===== config.mk =====
export PLATFORM = sky130hd
export DESIGN_NAME = edge_avoid_maneuver_sequencer_flat
export DESIGN_NICKNAME = d
export VERILOG_FILES = /design/src/hdl/eams_pkg.sv /design/src/hdl/eams_if.sv /design/src/hdl/eams_lane.sv /design/src/hdl/eams_fsm.sv /design/src/hdl/eams_skid.sv /design/src/hdl/edge_avoid_maneuver_sequencer.sv /design/src/flat_wrapper.sv
export VERILOG_INCLUDE_DIRS = /design/src /design/src/hdl
export SDC_FILE = /design/constraint.sdc
export NUM_CORES = 1
export LEC_CHECK = 0
export ABC_AREA = 1
export BUFFER_PORTS_ARGS = -buffer_cell sky130_fd_sc_hd__clkbuf_2
export CORE_UTILIZATION = 45
export DETAILED_ROUTE_END_ITERATION = 6
export GPL_TIMING_DRIVEN = 0
export PLACE_DENSITY = 0.7
export SYNTH_ARGS = -nofsm -noshare
export SYNTH_HDL_FRONTEND = slang
export SYNTH_SLANG_ARGS = --single-unit

===== constraint.sdc =====
create_clock -name i_clk -period 2.2 [get_ports i_clk]
set_input_delay 0.22 -clock i_clk [delete_from_list [all_inputs] [get_ports i_clk]]
set_output_delay 0.22 -clock i_clk [all_outputs]
set_load 0.02 [all_outputs]

===== src/hdl/edge_avoid_maneuver_sequencer_assert.svh =====
// ----------------------------------------------------------------------------
// edge avoid maneuver sequencer assertion macros
// concurrent checks clocked on the block clock, disabled during reset
// ----------------------------------------------------------------------------
`ifndef EDGE_AVOID_MANEUVER_SEQUENCER_ASSERT_SVH
`define EDGE_AVOID_MANEUVER_SEQUENCER_ASSERT_SVH

// antecedent implies consequent in the same cycle
`define EAMS_ASSERT_SAME(lbl, clk, rst_n, ante, cons, msg) \
    lbl: assert property (@(posedge clk) disable iff (!rst_n) (ante) |-> (cons)) \
        else $error(msg);

// antecedent implies consequent in the next cycle
`define EAMS_ASSERT_NEXT(lbl, clk, rst_n, ante, cons, msg) \
    lbl: assert property (@(posedge clk) disable iff (!rst_n) (ante) |=> (cons)) \
        else $error(msg);

`endif


===== src/hdl/eams_pkg.sv =====
// ----------------------------------------------------------------------------
// eams_pkg
// shared types and constants of the edge avoid maneuver sequencer
// ----------------------------------------------------------------------------
package eams_pkg;

    localparam int LEVEL_W  = 8;
    localparam int TICK_W   = 8;
    localparam int NUM_LANE = 4;
    localparam int CFG_IDX_W = 3;

    // register reset values
    localparam logic [7:0] THRESHOLD_RST       = 8'd100;
    localparam logic [7:0] BACKUP_TICKS_RST    = 8'd60;
    localparam logic [7:0] PUSH_TICKS_RST      = 8'd20;
    localparam logic [7:0] TIMEOUT_SHORT_RST   = 8'd80;
    localparam logic [7:0] TIMEOUT_LONG_RST    = 8'd110;
    localparam logic [7:0] TIMEOUT_INITIAL_RST = 8'd90;

    // sensor flag bit positions
    localparam int FLAG_FL = 0;
    localparam int FLAG_FR = 1;
    localparam int FLAG_RL = 2;
    localparam int FLAG_RR = 3;

    // sensor patterns the idle decision acts on
    localparam logic [3:0] PAT_ALL_ON   = 4'hF;
    localparam logic [3:0] PAT_FL_OUT   = 4'hE;
    localparam logic [3:0] PAT_FR_OUT   = 4'hD;
    localparam logic [3:0] PAT_REAR_OUT = 4'h3;

    typedef enum logic [CFG_IDX_W-1:0] {
        CFG_THRESHOLD       = 3'd0,
        CFG_BACKUP_TICKS    = 3'd1,
        CFG_PUSH_TICKS      = 3'd2,
        CFG_TIMEOUT_SHORT   = 3'd3,
        CFG_TIMEOUT_LONG    = 3'd4,
        CFG_TIMEOUT_INITIAL = 3'd5
    } t_cfg_idx;

    typedef enum logic [2:0] {
        PH_IDLE   = 3'd0,
        PH_BACKUP = 3'd1,
        PH_TURN   = 3'd2,
        PH_PUSH   = 3'd3
    } t_phase;

    typedef enum logic [1:0] {
        DRV_OFF = 2'd0,
        DRV_FWD = 2'd1,
        DRV_REV = 2'd2
    } t_drive;

    // timing registers seen by the sequencer
    typedef struct packed {
        logic [TICK_W-1:0] backup_ticks;
        logic [TICK_W-1:0] push_ticks;
        logic [TICK_W-1:0] timeout_short;
        logic [TICK_W-1:0] timeout_long;
    } t_cfg;

    // direct load of the turn limit on a write of the initial timeout
    typedef struct packed {
        logic              en;
        logic [TICK_W-1:0] value;
    } t_limit_load;

    typedef struct packed {
        t_drive     left_drive;
        t_drive     right_drive;
        logic [3:0] sensor_flags;
        logic       busy_res;
    } t_result;

endpackage


===== src/hdl/eams_if.sv =====
// ----------------------------------------------------------------------------
// eams_if
// valid/ready channels for sensor ticks and motor results
// ----------------------------------------------------------------------------
interface eams_in_if;
    logic       valid;
    logic       ready;
    logic [7:0] front_left_level;
    logic [7:0] front_right_level;
    logic [7:0] rear_left_level;
    logic [7:0] rear_right_level;
    logic       coin;

    modport source (
        output valid, front_left_level, front_right_level,
               rear_left_level, rear_right_level, coin,
        input  ready
    );
    modport sink (
        input  valid, front_left_level, front_right_level,
               rear_left_level, rear_right_level, coin,
        output ready
    );
endinterface

interface eams_out_if;
    logic       valid;
    logic       ready;
    logic [1:0] left_drive;
    logic [1:0] right_drive;
    logic [3:0] sensor_flags;
    logic       busy_res;

    modport source (
        output valid, left_drive, right_drive, sensor_flags, busy_res,
        input  ready
    );
    modport sink (
        input  valid, left_drive, right_drive, sensor_flags, busy_res,
        output ready
    );
endinterface


===== src/hdl/eams_lane.sv =====
// ----------------------------------------------------------------------------
// eams_lane
// one floor sensor lane: level against threshold gives the on-surface flag
// ----------------------------------------------------------------------------
module eams_lane import eams_pkg::*; (
    input  logic [LEVEL_W-1:0] i_level,
    input  logic [LEVEL_W-1:0] i_threshold,
    output logic               o_on
);

    // on-surface when strictly above threshold
    assign o_on = (i_level > i_threshold);

endmodule


===== src/hdl/eams_fsm.sv =====
// ----------------------------------------------------------------------------
// eams_fsm
// merges the lane flags into the maneuver decision and holds the motor state
// ----------------------------------------------------------------------------
module eams_fsm import eams_pkg::*; (
    input  logic        i_clk,
    input  logic        i_rst_n,
    input  logic        i_fire,
    input  logic [3:0]  i_flags,
    input  logic        i_coin,
    input  t_cfg        i_cfg,
    input  t_limit_load i_limit_load,
    output t_result     o_res
);

    t_phase            r_phase, n_phase;
    logic [TICK_W-1:0] r_tick, n_tick;
    logic [TICK_W-1:0] r_limit, n_limit;
    logic              r_side, n_side;
    t_drive            r_left, n_left;
    t_drive            r_right, n_right;
    logic [TICK_W-1:0] reroll_limit;

    assign reroll_limit = i_coin ? i_cfg.timeout_long : i_cfg.timeout_short;

    // next state for one tick
    always_comb begin
        n_phase = r_phase;
        n_tick  = r_tick;
        n_limit = r_limit;
        n_side  = r_side;
        n_left  = r_left;
        n_right = r_right;
        case (r_phase)
            PH_BACKUP: begin
                if (r_tick < i_cfg.backup_ticks) begin
                    n_tick = r_tick + 1'b1;
                end else begin
                    n_left  = r_side ? DRV_REV : DRV_OFF;
                    n_right = r_side ? DRV_OFF : DRV_REV;
                    n_tick  = '0;
                    n_phase = PH_TURN;
                end
            end
            PH_TURN: begin
                if (!i_flags[FLAG_RL] || !i_flags[FLAG_RR] || (r_tick >= r_limit)) begin
                    n_limit = reroll_limit;
                    n_phase = PH_IDLE;
                end else begin
                    n_tick = r_tick + 1'b1;
                end
            end
            PH_PUSH: begin
                if (r_tick < i_cfg.push_ticks) begin
                    n_tick = r_tick + 1'b1;
                end else begin
                    n_limit = reroll_limit;
                    n_phase = PH_IDLE;
                end
            end
            default: begin
                // idle decision on the sensor pattern
                n_phase = PH_IDLE;
                case (i_flags)
                    PAT_ALL_ON: begin
                        n_left  = DRV_FWD;
                        n_right = DRV_FWD;
                        n_limit = reroll_limit;
                    end
                    PAT_FL_OUT, PAT_FR_OUT: begin
                        n_left  = DRV_REV;
                        n_right = DRV_REV;
                        n_side  = (i_flags == PAT_FR_OUT);
                        n_tick  = '0;
                        n_phase = PH_BACKUP;
                    end
                    PAT_REAR_OUT: begin
                        n_left  = DRV_FWD;
                        n_right = DRV_FWD;
                        n_tick  = '0;
                        n_phase = PH_PUSH;
                    end
                    default: begin
                        n_limit = reroll_limit;
                    end
                endcase
            end
        endcase
    end

    // result of the tick being accepted
    always_comb begin
        o_res.left_drive   = n_left;
        o_res.right_drive  = n_right;
        o_res.sensor_flags = i_flags;
        o_res.busy_res     = (n_phase != PH_IDLE);
    end

    // state registers
    always_ff @(posedge i_clk) begin
        if (!i_rst_n) begin
            r_phase <= PH_IDLE;
            r_tick  <= '0;
            r_limit <= TIMEOUT_INITIAL_RST;
            r_side  <= 1'b0;
            r_left  <= DRV_OFF;
            r_right <= DRV_OFF;
        end else if (i_limit_load.en) begin
            r_limit <= i_limit_load.value;
        end else if (i_fire) begin
            r_phase <= n_phase;
            r_tick  <= n_tick;
            r_limit <= n_limit;
            r_side  <= n_side;
            r_left  <= n_left;
            r_right <= n_right;
        end
    end

endmodule


===== src/hdl/eams_skid.sv =====
// ----------------------------------------------------------------------------
// eams_skid
// two-entry result queue between the sequencer and the output channel
// ----------------------------------------------------------------------------
module eams_skid import eams_pkg::*; (
    input  logic    i_clk,
    input  logic    i_rst_n,
    input  logic    i_push,
    input  t_result i_data,
    output logic    o_ready,
    output logic    o_valid,
    output t_result o_data,
    input  logic    i_ready
);

    t_result    r_buf [2];
    logic       r_wptr;
    logic       r_rptr;
    logic [1:0] r_count;
    logic       pop;

    assign o_ready = (r_count != 2'd2);
    assign o_valid = (r_count != 2'd0);
    assign o_data  = r_buf[r_rptr];
    assign pop     = o_valid && i_ready;

    // storage
    always_ff @(posedge i_clk) begin
        if (i_push) begin
            r_buf[r_wptr] <= i_data;
        end
    end

    // pointers and fill level
    always_ff @(posedge i_clk) begin
        if (!i_rst_n) begin
            r_wptr  <= 1'b0;
            r_rptr  <= 1'b0;
            r_count <= 2'd0;
        end else begin
            if (i_push) begin
                r_wptr <= ~r_wptr;
            end
            if (pop) begin
                r_rptr <= ~r_rptr;
            end
            case ({i_push, pop})
                2'b10:   r_count <= r_count + 2'd1;
                2'b01:   r_count <= r_count - 2'd1;
                default: r_count <= r_count;
            endcase
        end
    end

endmodule


===== src/hdl/edge_avoid_maneuver_sequencer.sv =====
// ----------------------------------------------------------------------------
// edge_avoid_maneuver_sequencer
// floor-edge avoidance sequencer: sensor ticks in, motor commands out
// ----------------------------------------------------------------------------
// usage
//   i_in carries one 10 ms tick per transaction: four 8-bit floor levels and
//   a coin bit. o_out returns exactly one transaction per tick with the left
//   and right motor codes, the on-surface flags and the busy flag.
//   four comparator lanes judge the sensors in parallel, the sequencer merges
//   their flags and updates its phase, counter and turn limit in the cycle the
//   tick is taken. the result is then queued and offered on o_out behind any
//   older result. throughput is one transaction per cycle while the queue has
//   room, as the sequencer updates its state in the cycle a tick is taken.
//   a two-entry result queue parts the channels: i_in stays ready while the
//   queue has room, so one tick is still taken while a result waits; with two
//   results stalled, i_in.ready drops until o_out takes one.
//   registers are written through i_cfg_we / i_cfg_idx / i_cfg_data while idle,
//   which the user must keep to, the block does not enforce it; a write of the
//   initial timeout also loads the turn limit at once. synchronous reset
//   restores register defaults, idle phase, motors off and an empty queue.
// ----------------------------------------------------------------------------
`include "edge_avoid_maneuver_sequencer_assert.svh"

module edge_avoid_maneuver_sequencer import eams_pkg::*; (
    input  logic                 i_clk,
    input  logic                 i_rst_n,
    input  logic                 i_cfg_we,
    input  logic [CFG_IDX_W-1:0] i_cfg_idx,
    input  logic [7:0]           i_cfg_data,
    eams_in_if.sink              i_in,
    eams_out_if.source           o_out
);

    logic [LEVEL_W-1:0] r_threshold;
    logic [TICK_W-1:0]  r_backup_ticks;
    logic [TICK_W-1:0]  r_push_ticks;
    logic [TICK_W-1:0]  r_timeout_short;
    logic [TICK_W-1:0]  r_timeout_long;

    logic [LEVEL_W-1:0] levels [NUM_LANE];
    logic [3:0]         flags;
    logic               fire;
    logic               q_ready;
    t_cfg               cfg;
    t_limit_load        limit_load;
    t_result            res;
    t_result            out_res;

    // configuration registers
    // the initial timeout only matters as a direct load of the turn limit
    always_ff @(posedge i_clk) begin
        if (!i_rst_n) begin
            r_threshold       <= THRESHOLD_RST;
            r_backup_ticks    <= BACKUP_TICKS_RST;
            r_push_ticks      <= PUSH_TICKS_RST;
            r_timeout_short   <= TIMEOUT_SHORT_RST;
            r_timeout_long    <= TIMEOUT_LONG_RST;
        end else if (i_cfg_we) begin
            case (t_cfg_idx'(i_cfg_idx))
                CFG_THRESHOLD:       r_threshold       <= i_cfg_data;
                CFG_BACKUP_TICKS:    r_backup_ticks    <= i_cfg_data;
                CFG_PUSH_TICKS:      r_push_ticks      <= i_cfg_data;
                CFG_TIMEOUT_SHORT:   r_timeout_short   <= i_cfg_data;
                CFG_TIMEOUT_LONG:    r_timeout_long    <= i_cfg_data;
                default: ;
            endcase
        end
    end

    assign cfg.backup_ticks  = r_backup_ticks;
    assign cfg.push_ticks    = r_push_ticks;
    assign cfg.timeout_short = r_timeout_short;
    assign cfg.timeout_long  = r_timeout_long;

    assign limit_load.en    = i_cfg_we && (i_cfg_idx == CFG_TIMEOUT_INITIAL);
    assign limit_load.value = i_cfg_data;

    // sensor lanes
    assign levels[FLAG_FL] = i_in.front_left_level;
    assign levels[FLAG_FR] = i_in.front_right_level;
    assign levels[FLAG_RL] = i_in.rear_left_level;
    assign levels[FLAG_RR] = i_in.rear_right_level;

    for (genvar g = 0; g < NUM_LANE; g++) begin : g_lane
        eams_lane u_lane (
            .i_level     (levels[g]),
            .i_threshold (r_threshold),
            .o_on        (flags[g])
        );
    end

    // handshake on the input channel
    assign i_in.ready = q_ready;
    assign fire       = i_in.valid && q_ready;

    // sequencer merging the lane flags
    eams_fsm u_fsm (
        .i_clk        (i_clk),
        .i_rst_n      (i_rst_n),
        .i_fire       (fire),
        .i_flags      (flags),
        .i_coin       (i_in.coin),
        .i_cfg        (cfg),
        .i_limit_load (limit_load),
        .o_res        (res)
    );

    // result queue
    eams_skid u_skid (
        .i_clk   (i_clk),
        .i_rst_n (i_rst_n),
        .i_push  (fire),
        .i_data  (res),
        .o_ready (q_ready),
        .o_valid (o_out.valid),
        .o_data  (out_res),
        .i_ready (o_out.ready)
    );

    assign o_out.left_drive   = out_res.left_drive;
    assign o_out.right_drive  = out_res.right_drive;
    assign o_out.sensor_flags = out_res.sensor_flags;
    assign o_out.busy_res     = out_res.busy_res;

    // checks
    `EAMS_ASSERT_NEXT(a_accept_gives_result, i_clk, i_rst_n, fire, o_out.valid, "accepted tick produced no result")
    `EAMS_ASSERT_SAME(a_empty_is_ready, i_clk, i_rst_n, !o_out.valid, i_in.ready, "empty queue refuses a tick")
    `EAMS_ASSERT_SAME(a_drive_codes, i_clk, i_rst_n, o_out.valid, (o_out.left_drive != 2'd3) && (o_out.right_drive != 2'd3), "undefined motor code")

endmodule


===== src/flat_wrapper.sv =====
// flat-port wrapper written by rule: the top's interface ports become plain ports
module edge_avoid_maneuver_sequencer_flat import eams_pkg::*;
  (i_clk, i_rst_n, i_cfg_we, i_cfg_idx, i_cfg_data, i_in_valid, i_in_front_left_level, i_in_front_right_level, i_in_rear_left_level, i_in_rear_right_level, i_in_coin, i_in_ready, o_out_valid, o_out_left_drive, o_out_right_drive, o_out_sensor_flags, o_out_busy_res, o_out_ready);
  eams_in_if i_in_i ();
  eams_out_if o_out_i ();
  input  logic i_clk;
  input  logic i_rst_n;
  input  logic i_cfg_we;
  input  logic [CFG_IDX_W-1:0] i_cfg_idx;
  input  logic [7:0] i_cfg_data;
  input wire logic [$bits(i_in_i.valid)-1:0] i_in_valid;
  input wire logic [$bits(i_in_i.front_left_level)-1:0] i_in_front_left_level;
  input wire logic [$bits(i_in_i.front_right_level)-1:0] i_in_front_right_level;
  input wire logic [$bits(i_in_i.rear_left_level)-1:0] i_in_rear_left_level;
  input wire logic [$bits(i_in_i.rear_right_level)-1:0] i_in_rear_right_level;
  input wire logic [$bits(i_in_i.coin)-1:0] i_in_coin;
  output wire logic [$bits(i_in_i.ready)-1:0] i_in_ready;
  output wire logic [$bits(o_out_i.valid)-1:0] o_out_valid;
  output wire logic [$bits(o_out_i.left_drive)-1:0] o_out_left_drive;
  output wire logic [$bits(o_out_i.right_drive)-1:0] o_out_right_drive;
  output wire logic [$bits(o_out_i.sensor_flags)-1:0] o_out_sensor_flags;
  output wire logic [$bits(o_out_i.busy_res)-1:0] o_out_busy_res;
  input wire logic [$bits(o_out_i.ready)-1:0] o_out_ready;
  assign i_in_i.valid = i_in_valid;
  assign i_in_i.front_left_level = i_in_front_left_level;
  assign i_in_i.front_right_level = i_in_front_right_level;
  assign i_in_i.rear_left_level = i_in_rear_left_level;
  assign i_in_i.rear_right_level = i_in_rear_right_level;
  assign i_in_i.coin = i_in_coin;
  assign i_in_ready = i_in_i.ready;
  assign o_out_valid = o_out_i.valid;
  assign o_out_left_drive = o_out_i.left_drive;
  assign o_out_right_drive = o_out_i.right_drive;
  assign o_out_sensor_flags = o_out_i.sensor_flags;
  assign o_out_busy_res = o_out_i.busy_res;
  assign o_out_i.ready = o_out_ready;
  edge_avoid_maneuver_sequencer u_core (.i_clk(i_clk), .i_rst_n(i_rst_n), .i_cfg_we(i_cfg_we), .i_cfg_idx(i_cfg_idx), .i_cfg_data(i_cfg_data), .i_in(i_in_i), .o_out(o_out_i));
endmodule

**Yosys cells after proc, flatten, opt, wreduce, memory -nomap -nowiden**

Memory sizes are Yosys's and may differ from the RTL's. A register that Yosys moved wholly into a read port is not among the register bits.
Index checks and enable logic that the tools add are counted.

- Flip-flop bits (word level): 68
- Bits in latches: 0
- Bits in writable memories: 18
- Bits in read-only memories: 0
- Bits of input ports: 49
- Output and inout bits: 11
- Word-level logic and storage cells: 107
- Memories kept: 1

Memories:

| name | depth | width | rd ports | clocked after memory_dff | write ports | RTL line | source |
|---|---|---|---|---|---|---|---|
| u_core.u_skid.r_buf | 2 | 9 | 1 | 1 | 1 | eams_skid.sv:16 | `t_result r_buf [2];` |

- Add/sub/neg operators: 3
- $mul: 0
- Div/mod/pow operators: 0
- $lt $le $gt $ge: 7
- Eq/ne operators: 21
- Shift operators: 0
- Muxes and demuxes: 30
- Bitwise logic cells: 4
- Reductions and logical operators: 27

Operators with widths:

| cell | number |
|---|---|
| 8-bit 2-to-1 mux | 10 |
| 8-bit one-hot mux with 3 select lines | 2 |
| 8-bit greater-than comparator | 4 |
| 2-bit one-hot mux with 2 select lines | 6 |
| 8-bit less-than comparator | 2 |
| 3-bit by 2-bit equality test with 1-bit output (second input constant) | 4 |
| 4-bit equality test (second input constant) | 3 |
| 2-bit AND reduction | 6 |
| 5-bit AND reduction | 2 |
| 3-bit 2-to-1 mux | 3 |
| 3-bit one-hot mux with 3 select lines | 1 |
| 8-bit by 1-bit adder with 8-bit output (second input constant) | 1 |
| 8-bit >= comparator | 1 |
| 2-bit 2-to-1 mux | 4 |
| 3-bit by 1-bit equality test with 1-bit output (second input constant) | 2 |
| 3-bit equality test (second input constant) | 2 |
| 2-bit inequality test (second input constant) | 3 |
| 3-bit by 2-bit inequality test with 1-bit output (second input constant) | 2 |
| 2-bit nonzero test | 3 |
| 2-bit OR reduction | 3 |
| 3-bit OR reduction | 2 |
| 4-bit by 2-bit equality test with 1-bit output (second input constant) | 1 |
| 1-bit 2-to-1 mux | 4 |
| 4-bit by 1-bit inequality test with 1-bit output (second input constant) | 1 |
| other kinds (13) | 20 |

**Depth between registers and ports, before layout**

- Depth in word-level cells: 8
- Depth in mapped cells: 19
- Gate-level depth less buffers: 19

**Modules after synthesis**

Synthesis repeated with hierarchy kept, for this count alone.

- Cell total of the unflattened synthesis: 805
- Area, all modules: 5718.0 sq um

By module, submodules not included:

| module | times used | cells each | area each (sq um) | seq. area each (sq um) |
|---|---|---|---|---|
| eams_fsm | 1 | 370 | 2302.2 | 480.5 |
| edge_avoid_maneuver_sequencer | 1 | 227 | 1620.3 | 800.8 |
| eams_skid | 1 | 64 | 924.6 | 640.6 |
| eams_lane | 4 | 36 | 217.7 | 0.0 |

**Worst setup path before layout**

OpenSTA, ideal clock, no wires.

- Path kind: reg-to-reg
- Start: register u_core.r_threshold[7]
- End: register u_core.u_fsm.r_limit[3]
- Library setup time: 0.130 ns
- Arrival time: 1.734 ns
- Data required time: 2.070 ns
- Setup slack: 0.336 ns
- Stages on the path, launching flop included: 16
- Buffers on the path: 0
- Clock period less this slack: 1.864 ns
- Cells stage by stage: dfxtp_1 inv_1 ha_1 a21o_1 nor2_1 nand2_2 nand2_4 nand2_1 inv_1 nand2_2 nand2_2 nand2_1 nand2_2 nand2_2 nand2_1 nand3_1

- Cells in the longest elaborated chain, start to end: 6
- Elaborated cells between the ends (all ways): 15
- Those cells by class: order compare (4); eq/ne (5); reduce/logical (6)

RTL lines:

| element | RTL line | source |
|---|---|---|
| start, declared | edge_avoid_maneuver_sequencer.sv:34 | `logic [LEVEL_W-1:0] r_threshold;` |
| start signal, assigned | edge_avoid_maneuver_sequencer.sv:60 | `CFG_THRESHOLD: r_threshold <= i_cfg_data;` |
| branches (longest 5 deep; another with 8-bit greater-than comparator) | n/a |  |
| 5-bit AND reduction (no line) (*) | n/a |  |
| end signal, assigned | eams_fsm.sv:109 | `r_limit <= i_limit_load.value;` |
| end signal, assigned | eams_fsm.sv:113 | `r_limit <= n_limit;` |
| end, declared | eams_fsm.sv:18 | `logic [TICK_W-1:0] r_limit, n_limit;` |

Mark *: on every way between the ends.
A chain may end at the register's enable or synchronous reset.

**Worst setup path after layout**

- Start: register u_core.r_threshold[5]
- End: register u_core.u_fsm.r_limit[4]

- Elaborated cells between the ends (all ways): 15
- Those cells by class: order compare (4); eq/ne (5); reduce/logical (6)

RTL lines:

| element | RTL line | source |
|---|---|---|
| 8-bit greater-than comparator (*) | eams_lane.sv:12 | `assign o_on = (i_level > i_threshold);` |
| net u_core.g_lane[1].u_lane.o_on | eams_lane.sv:8 | `output logic o_on` |
| 4-bit equality test or 4-bit by 2-bit equality test with 1-bit output (tied branches) | eams_fsm.sv:64 | `case (i_flags)` |
| 3-bit OR reduction (no line) (*) | n/a |  |
| 4-bit by 1-bit inequality test with 1-bit output (no line) (*) | n/a |  |
| 5-bit AND reduction (no line) (*) | n/a |  |

The timed path passes the listed nets; every way through them passes the cells marked *.

==> results.md <==
* Status: complete, no violations
* Num rows at 39
* Post-synth EDFFs at 18
* Fin crit share at 0.995
* Commonest cells post-synth: nand2_1, inv_1, dfxtp_1, a21oi_1
* Ys flop type: dfxtp_1
* Top Usage Layer GRT: met2
* DR iter-0 viols at 211
* Worst relative slew slack at 0.416
* Total CTS buffers at 9
* Achievable frequency at 457 MHz
* TritonCTS clock tree: yes
* PortBufs at 59
* Hold Startpoint: i_cfg_data[1]
* Mapped Nets at 800
* Setup crit start kind: register
* Peak supply drop at 0.483 mV
* Area Overhead vs Synth at 24.2%
* Hold Vio Cnt, Final at 0
* Async set-or-reset flop fraction in the synthesized netlist at 0
* Clock Skews at 0.00772 ns
* Clk_lat worst skew at 0.34 ns
* Cts hold-fix bufs at 0
* Antenna-violating nets left at 0
* Most frequent cell after synthesis: nand2_1
* Critical path's largest stage delay at 0.34 ns
* Final Slew Violations at 0
* Die width at 110 µm
* Syn. warnings at 0
* Register area share after synthesis at 0.366
* Initial cell density of the core at 0.462
* Arrival time at the worst endpoint at 2.40 ns
* Root Driver: clkbuf_16
* Minimum clock period at 2.19 ns
* # diodes at 0
* Clock sink count at 87
* Worst-Margin Slew at 0.873 ns
* GRT met2 Usage at 0.434
* CP startpoint: u_core.r_threshold[5]
* Vias at 4996
* CP Class: register to register
* Required @ worst endpoint at 2.41 ns
* HP Class: primary input to register
* H-Tree Depth at 3
* Syn Inst Count at 695
* Worst-path maximum fanout at 6
* #FFs+latches synth at 87
* Most frequent CP cell: nand2_4
* Grt ovf at 0
* Lkg Pwr at 0.00302 µW
* Final core utilization at 0.573
* Slowest CP cell: dfxtp_2
* Top cells by area, synth: dfxtp_1, ha_1, nand2_1
* Detailed placement HPWL at 10100 µm
* # DRC at 0
* Core region area at 11400 µm²
* Vias in the first global route at 5031
* Drt via density at 5.42
* I/O Pins at 60
* Fill cells at 1016
* Synthesized cell area at 5250 µm²
* Worst setup EP type: register
* First-pass detailed-route iteration total at 5
* Full die area at 12100 µm²
* Pwr Total at 4620 µW
* Cell taking the most area after synthesis: dfxtp_1
* PnR worst setup slack at 0.0116 ns
* Max Cap Viol at 0
* Reg2reg start: u_core.r_threshold[5]
* Initial antenna violation count at 0
* GP Congestion at 0.845
* Layout cell share with drive strength beyond 1 at 0.257
* Final WL at 14000 µm
* Power Density at 708 nW/µm²
* Drt wl/cell at 15.1 µm
* Yosys top cell area share at 0.263
* Met3 Usage GRT at 0.0482
* Dpl ws at -0.105 ns
* Setup Viol. Count Final at 0
* Crit-path cells: inv_4 > ha_4 > nand2_1 > nor2_2 > nand4_1 > nand2_4 > inv_4 > nand2_2 > nand3_4 > nand2_4 > nand2_2 > nand2_4 > nand2_4 > nand2_1 > nand3_1
* Largest net degree at the start of global routing at 16
* Mean Syn Cell Area at 7.55 µm²
* Global-route wire length before repair at 22300 µm
* Total global-route track usage at 0.239
* Met1 Use GR at 0.278
* Max clock buf depth at 2
* CTS clock-pin slew for the worst setup and hold paths at 0.06 ns
* Die Y at 110 µm
* Number of distinct library cells after synthesis at 34
* Nets at 880
* RSZ-0062 raised after global routing: yes
-- path summary, 6_finish.rpt --
path                                                  to  slack, ns  cells past startpoint
worst max-delay path             u_core.u_fsm.r_limit[4]       0.01                     15
worst max register to register   u_core.u_fsm.r_limit[4]       0.01                     15
worst min register to register    u_core.r_push_ticks[5]       0.46                      2
worst min-delay path            u_core.r_timeout_long[1]       0.11                      3
-- critical path: cells and delay by family, from the launching register on --
kind                     cells  cell delay [ns]
buffers and inverters        2             0.12
adder cells (fa/ha/maj)      1             0.27
flip-flops                   1             0.34
AND/OR/NAND/NOR             12             1.31
-- cell families after synthesis --
| logic type | after synthesis | synth area share |
|---|---|---|
| AO/OA/AOI/OAI | 147 | 0.155 |
| XOR/XNOR | 2 | 0.00334 |
| adder cells (fa/ha/maj) | 56 | 0.133 |
| buffers and inverters | 113 | 0.0813 |
| flip-flops | 87 | 0.366 |
| multiplexers | 9 | 0.0193 |
| AND/OR/NAND/NOR | 281 | 0.242 |
-- stage by stage --
step / area, µm² / setup TNS [ns] / hold WS [ns] / std cells
after floorplan: 5250 / 0 / 0.350 / 695
after global placement: 5720 / -0.170 / 0.438 / 897
after global routing: 6520 / -1.79 / 0.132 / 922
after detailed placement: 5720 / -0.736 / 0.444 / 897
after CTS: 6040 / 0 / 0.111 / 912
final: 6520 / 0 / 0.114 / 922
-- placed cells by master, fill, tap and decap left out, types with 19 or more instances in the layout --
cell type | Yosys | routed
inv_1 | 93 | 82
nor2_1 | 54 | 51
o211ai_1 | 19 | 19
dfxtp_1 | 69 | 55
a21oi_1 | 59 | 54
o21ai_0 | 56 | 56
nand2_2 | 8 | 19
clkbuf_2 | 0 | 59
nand2_1 | 151 | 132
nand3_1 | 35 | 34
ha_1 | 56 | 38
-- routing by layer --
metal,up-vias,share of wire
li1,2479,-
met1,2359,0.43
met2,127,0.51
met3,31,0.041
met4,0,0.020
met5,-,0
-- power by group --
group          internal (µW)  total (µW)  switching [µW]
clock                    878        1510             628
combinational            442        1250             803
sequential              1800        1870            66.5
total                   3120        4620            1500
-- sequential cells by signal, indices dropped and copies added (netlist names), 2 cells and up, named ones only --
| name | flops |
|---|---|
| u_core.u_skid.r_buf | 18 |
| u_core.r_backup_ticks | 8 |
| u_core.r_push_ticks | 8 |
| u_core.r_threshold | 8 |
| u_core.r_timeout_long | 8 |
| u_core.r_timeout_short | 8 |
| u_core.u_fsm.r_limit | 8 |
| u_core.u_fsm.r_tick | 8 |
| u_core.u_fsm.r_phase | 3 |
| u_core.u_fsm.r_left | 2 |
| u_core.u_fsm.r_right | 2 |
| u_core.u_skid.r_count | 2 |
-- area by class of cell --
cell class / instances / area [µm²] / area share
Tap cell: 143 / 179 / 0.0274
Clock inverter: 5 / 60.1 / 0.00921
Timing Repair Buffer: 67 / 355 / 0.0545
Inverter: 97 / 379 / 0.0581
Clock buffer: 10 / 229 / 0.0351
Multi-Input combinational cell: 497 / 3310 / 0.507
Sequential cell: 87 / 1950 / 0.299
Buffer: 16 / 62.6 / 0.00960
-- repair_timing --
action	in CTS	in global routing
resized for setup	10	86
buffers inserted	0	8
hold endpoints to repair	0	0
setup endpoints to repair	19	31
gates cloned	0	2
pin swaps	4	22
Power figures use the tool's default switching activity.
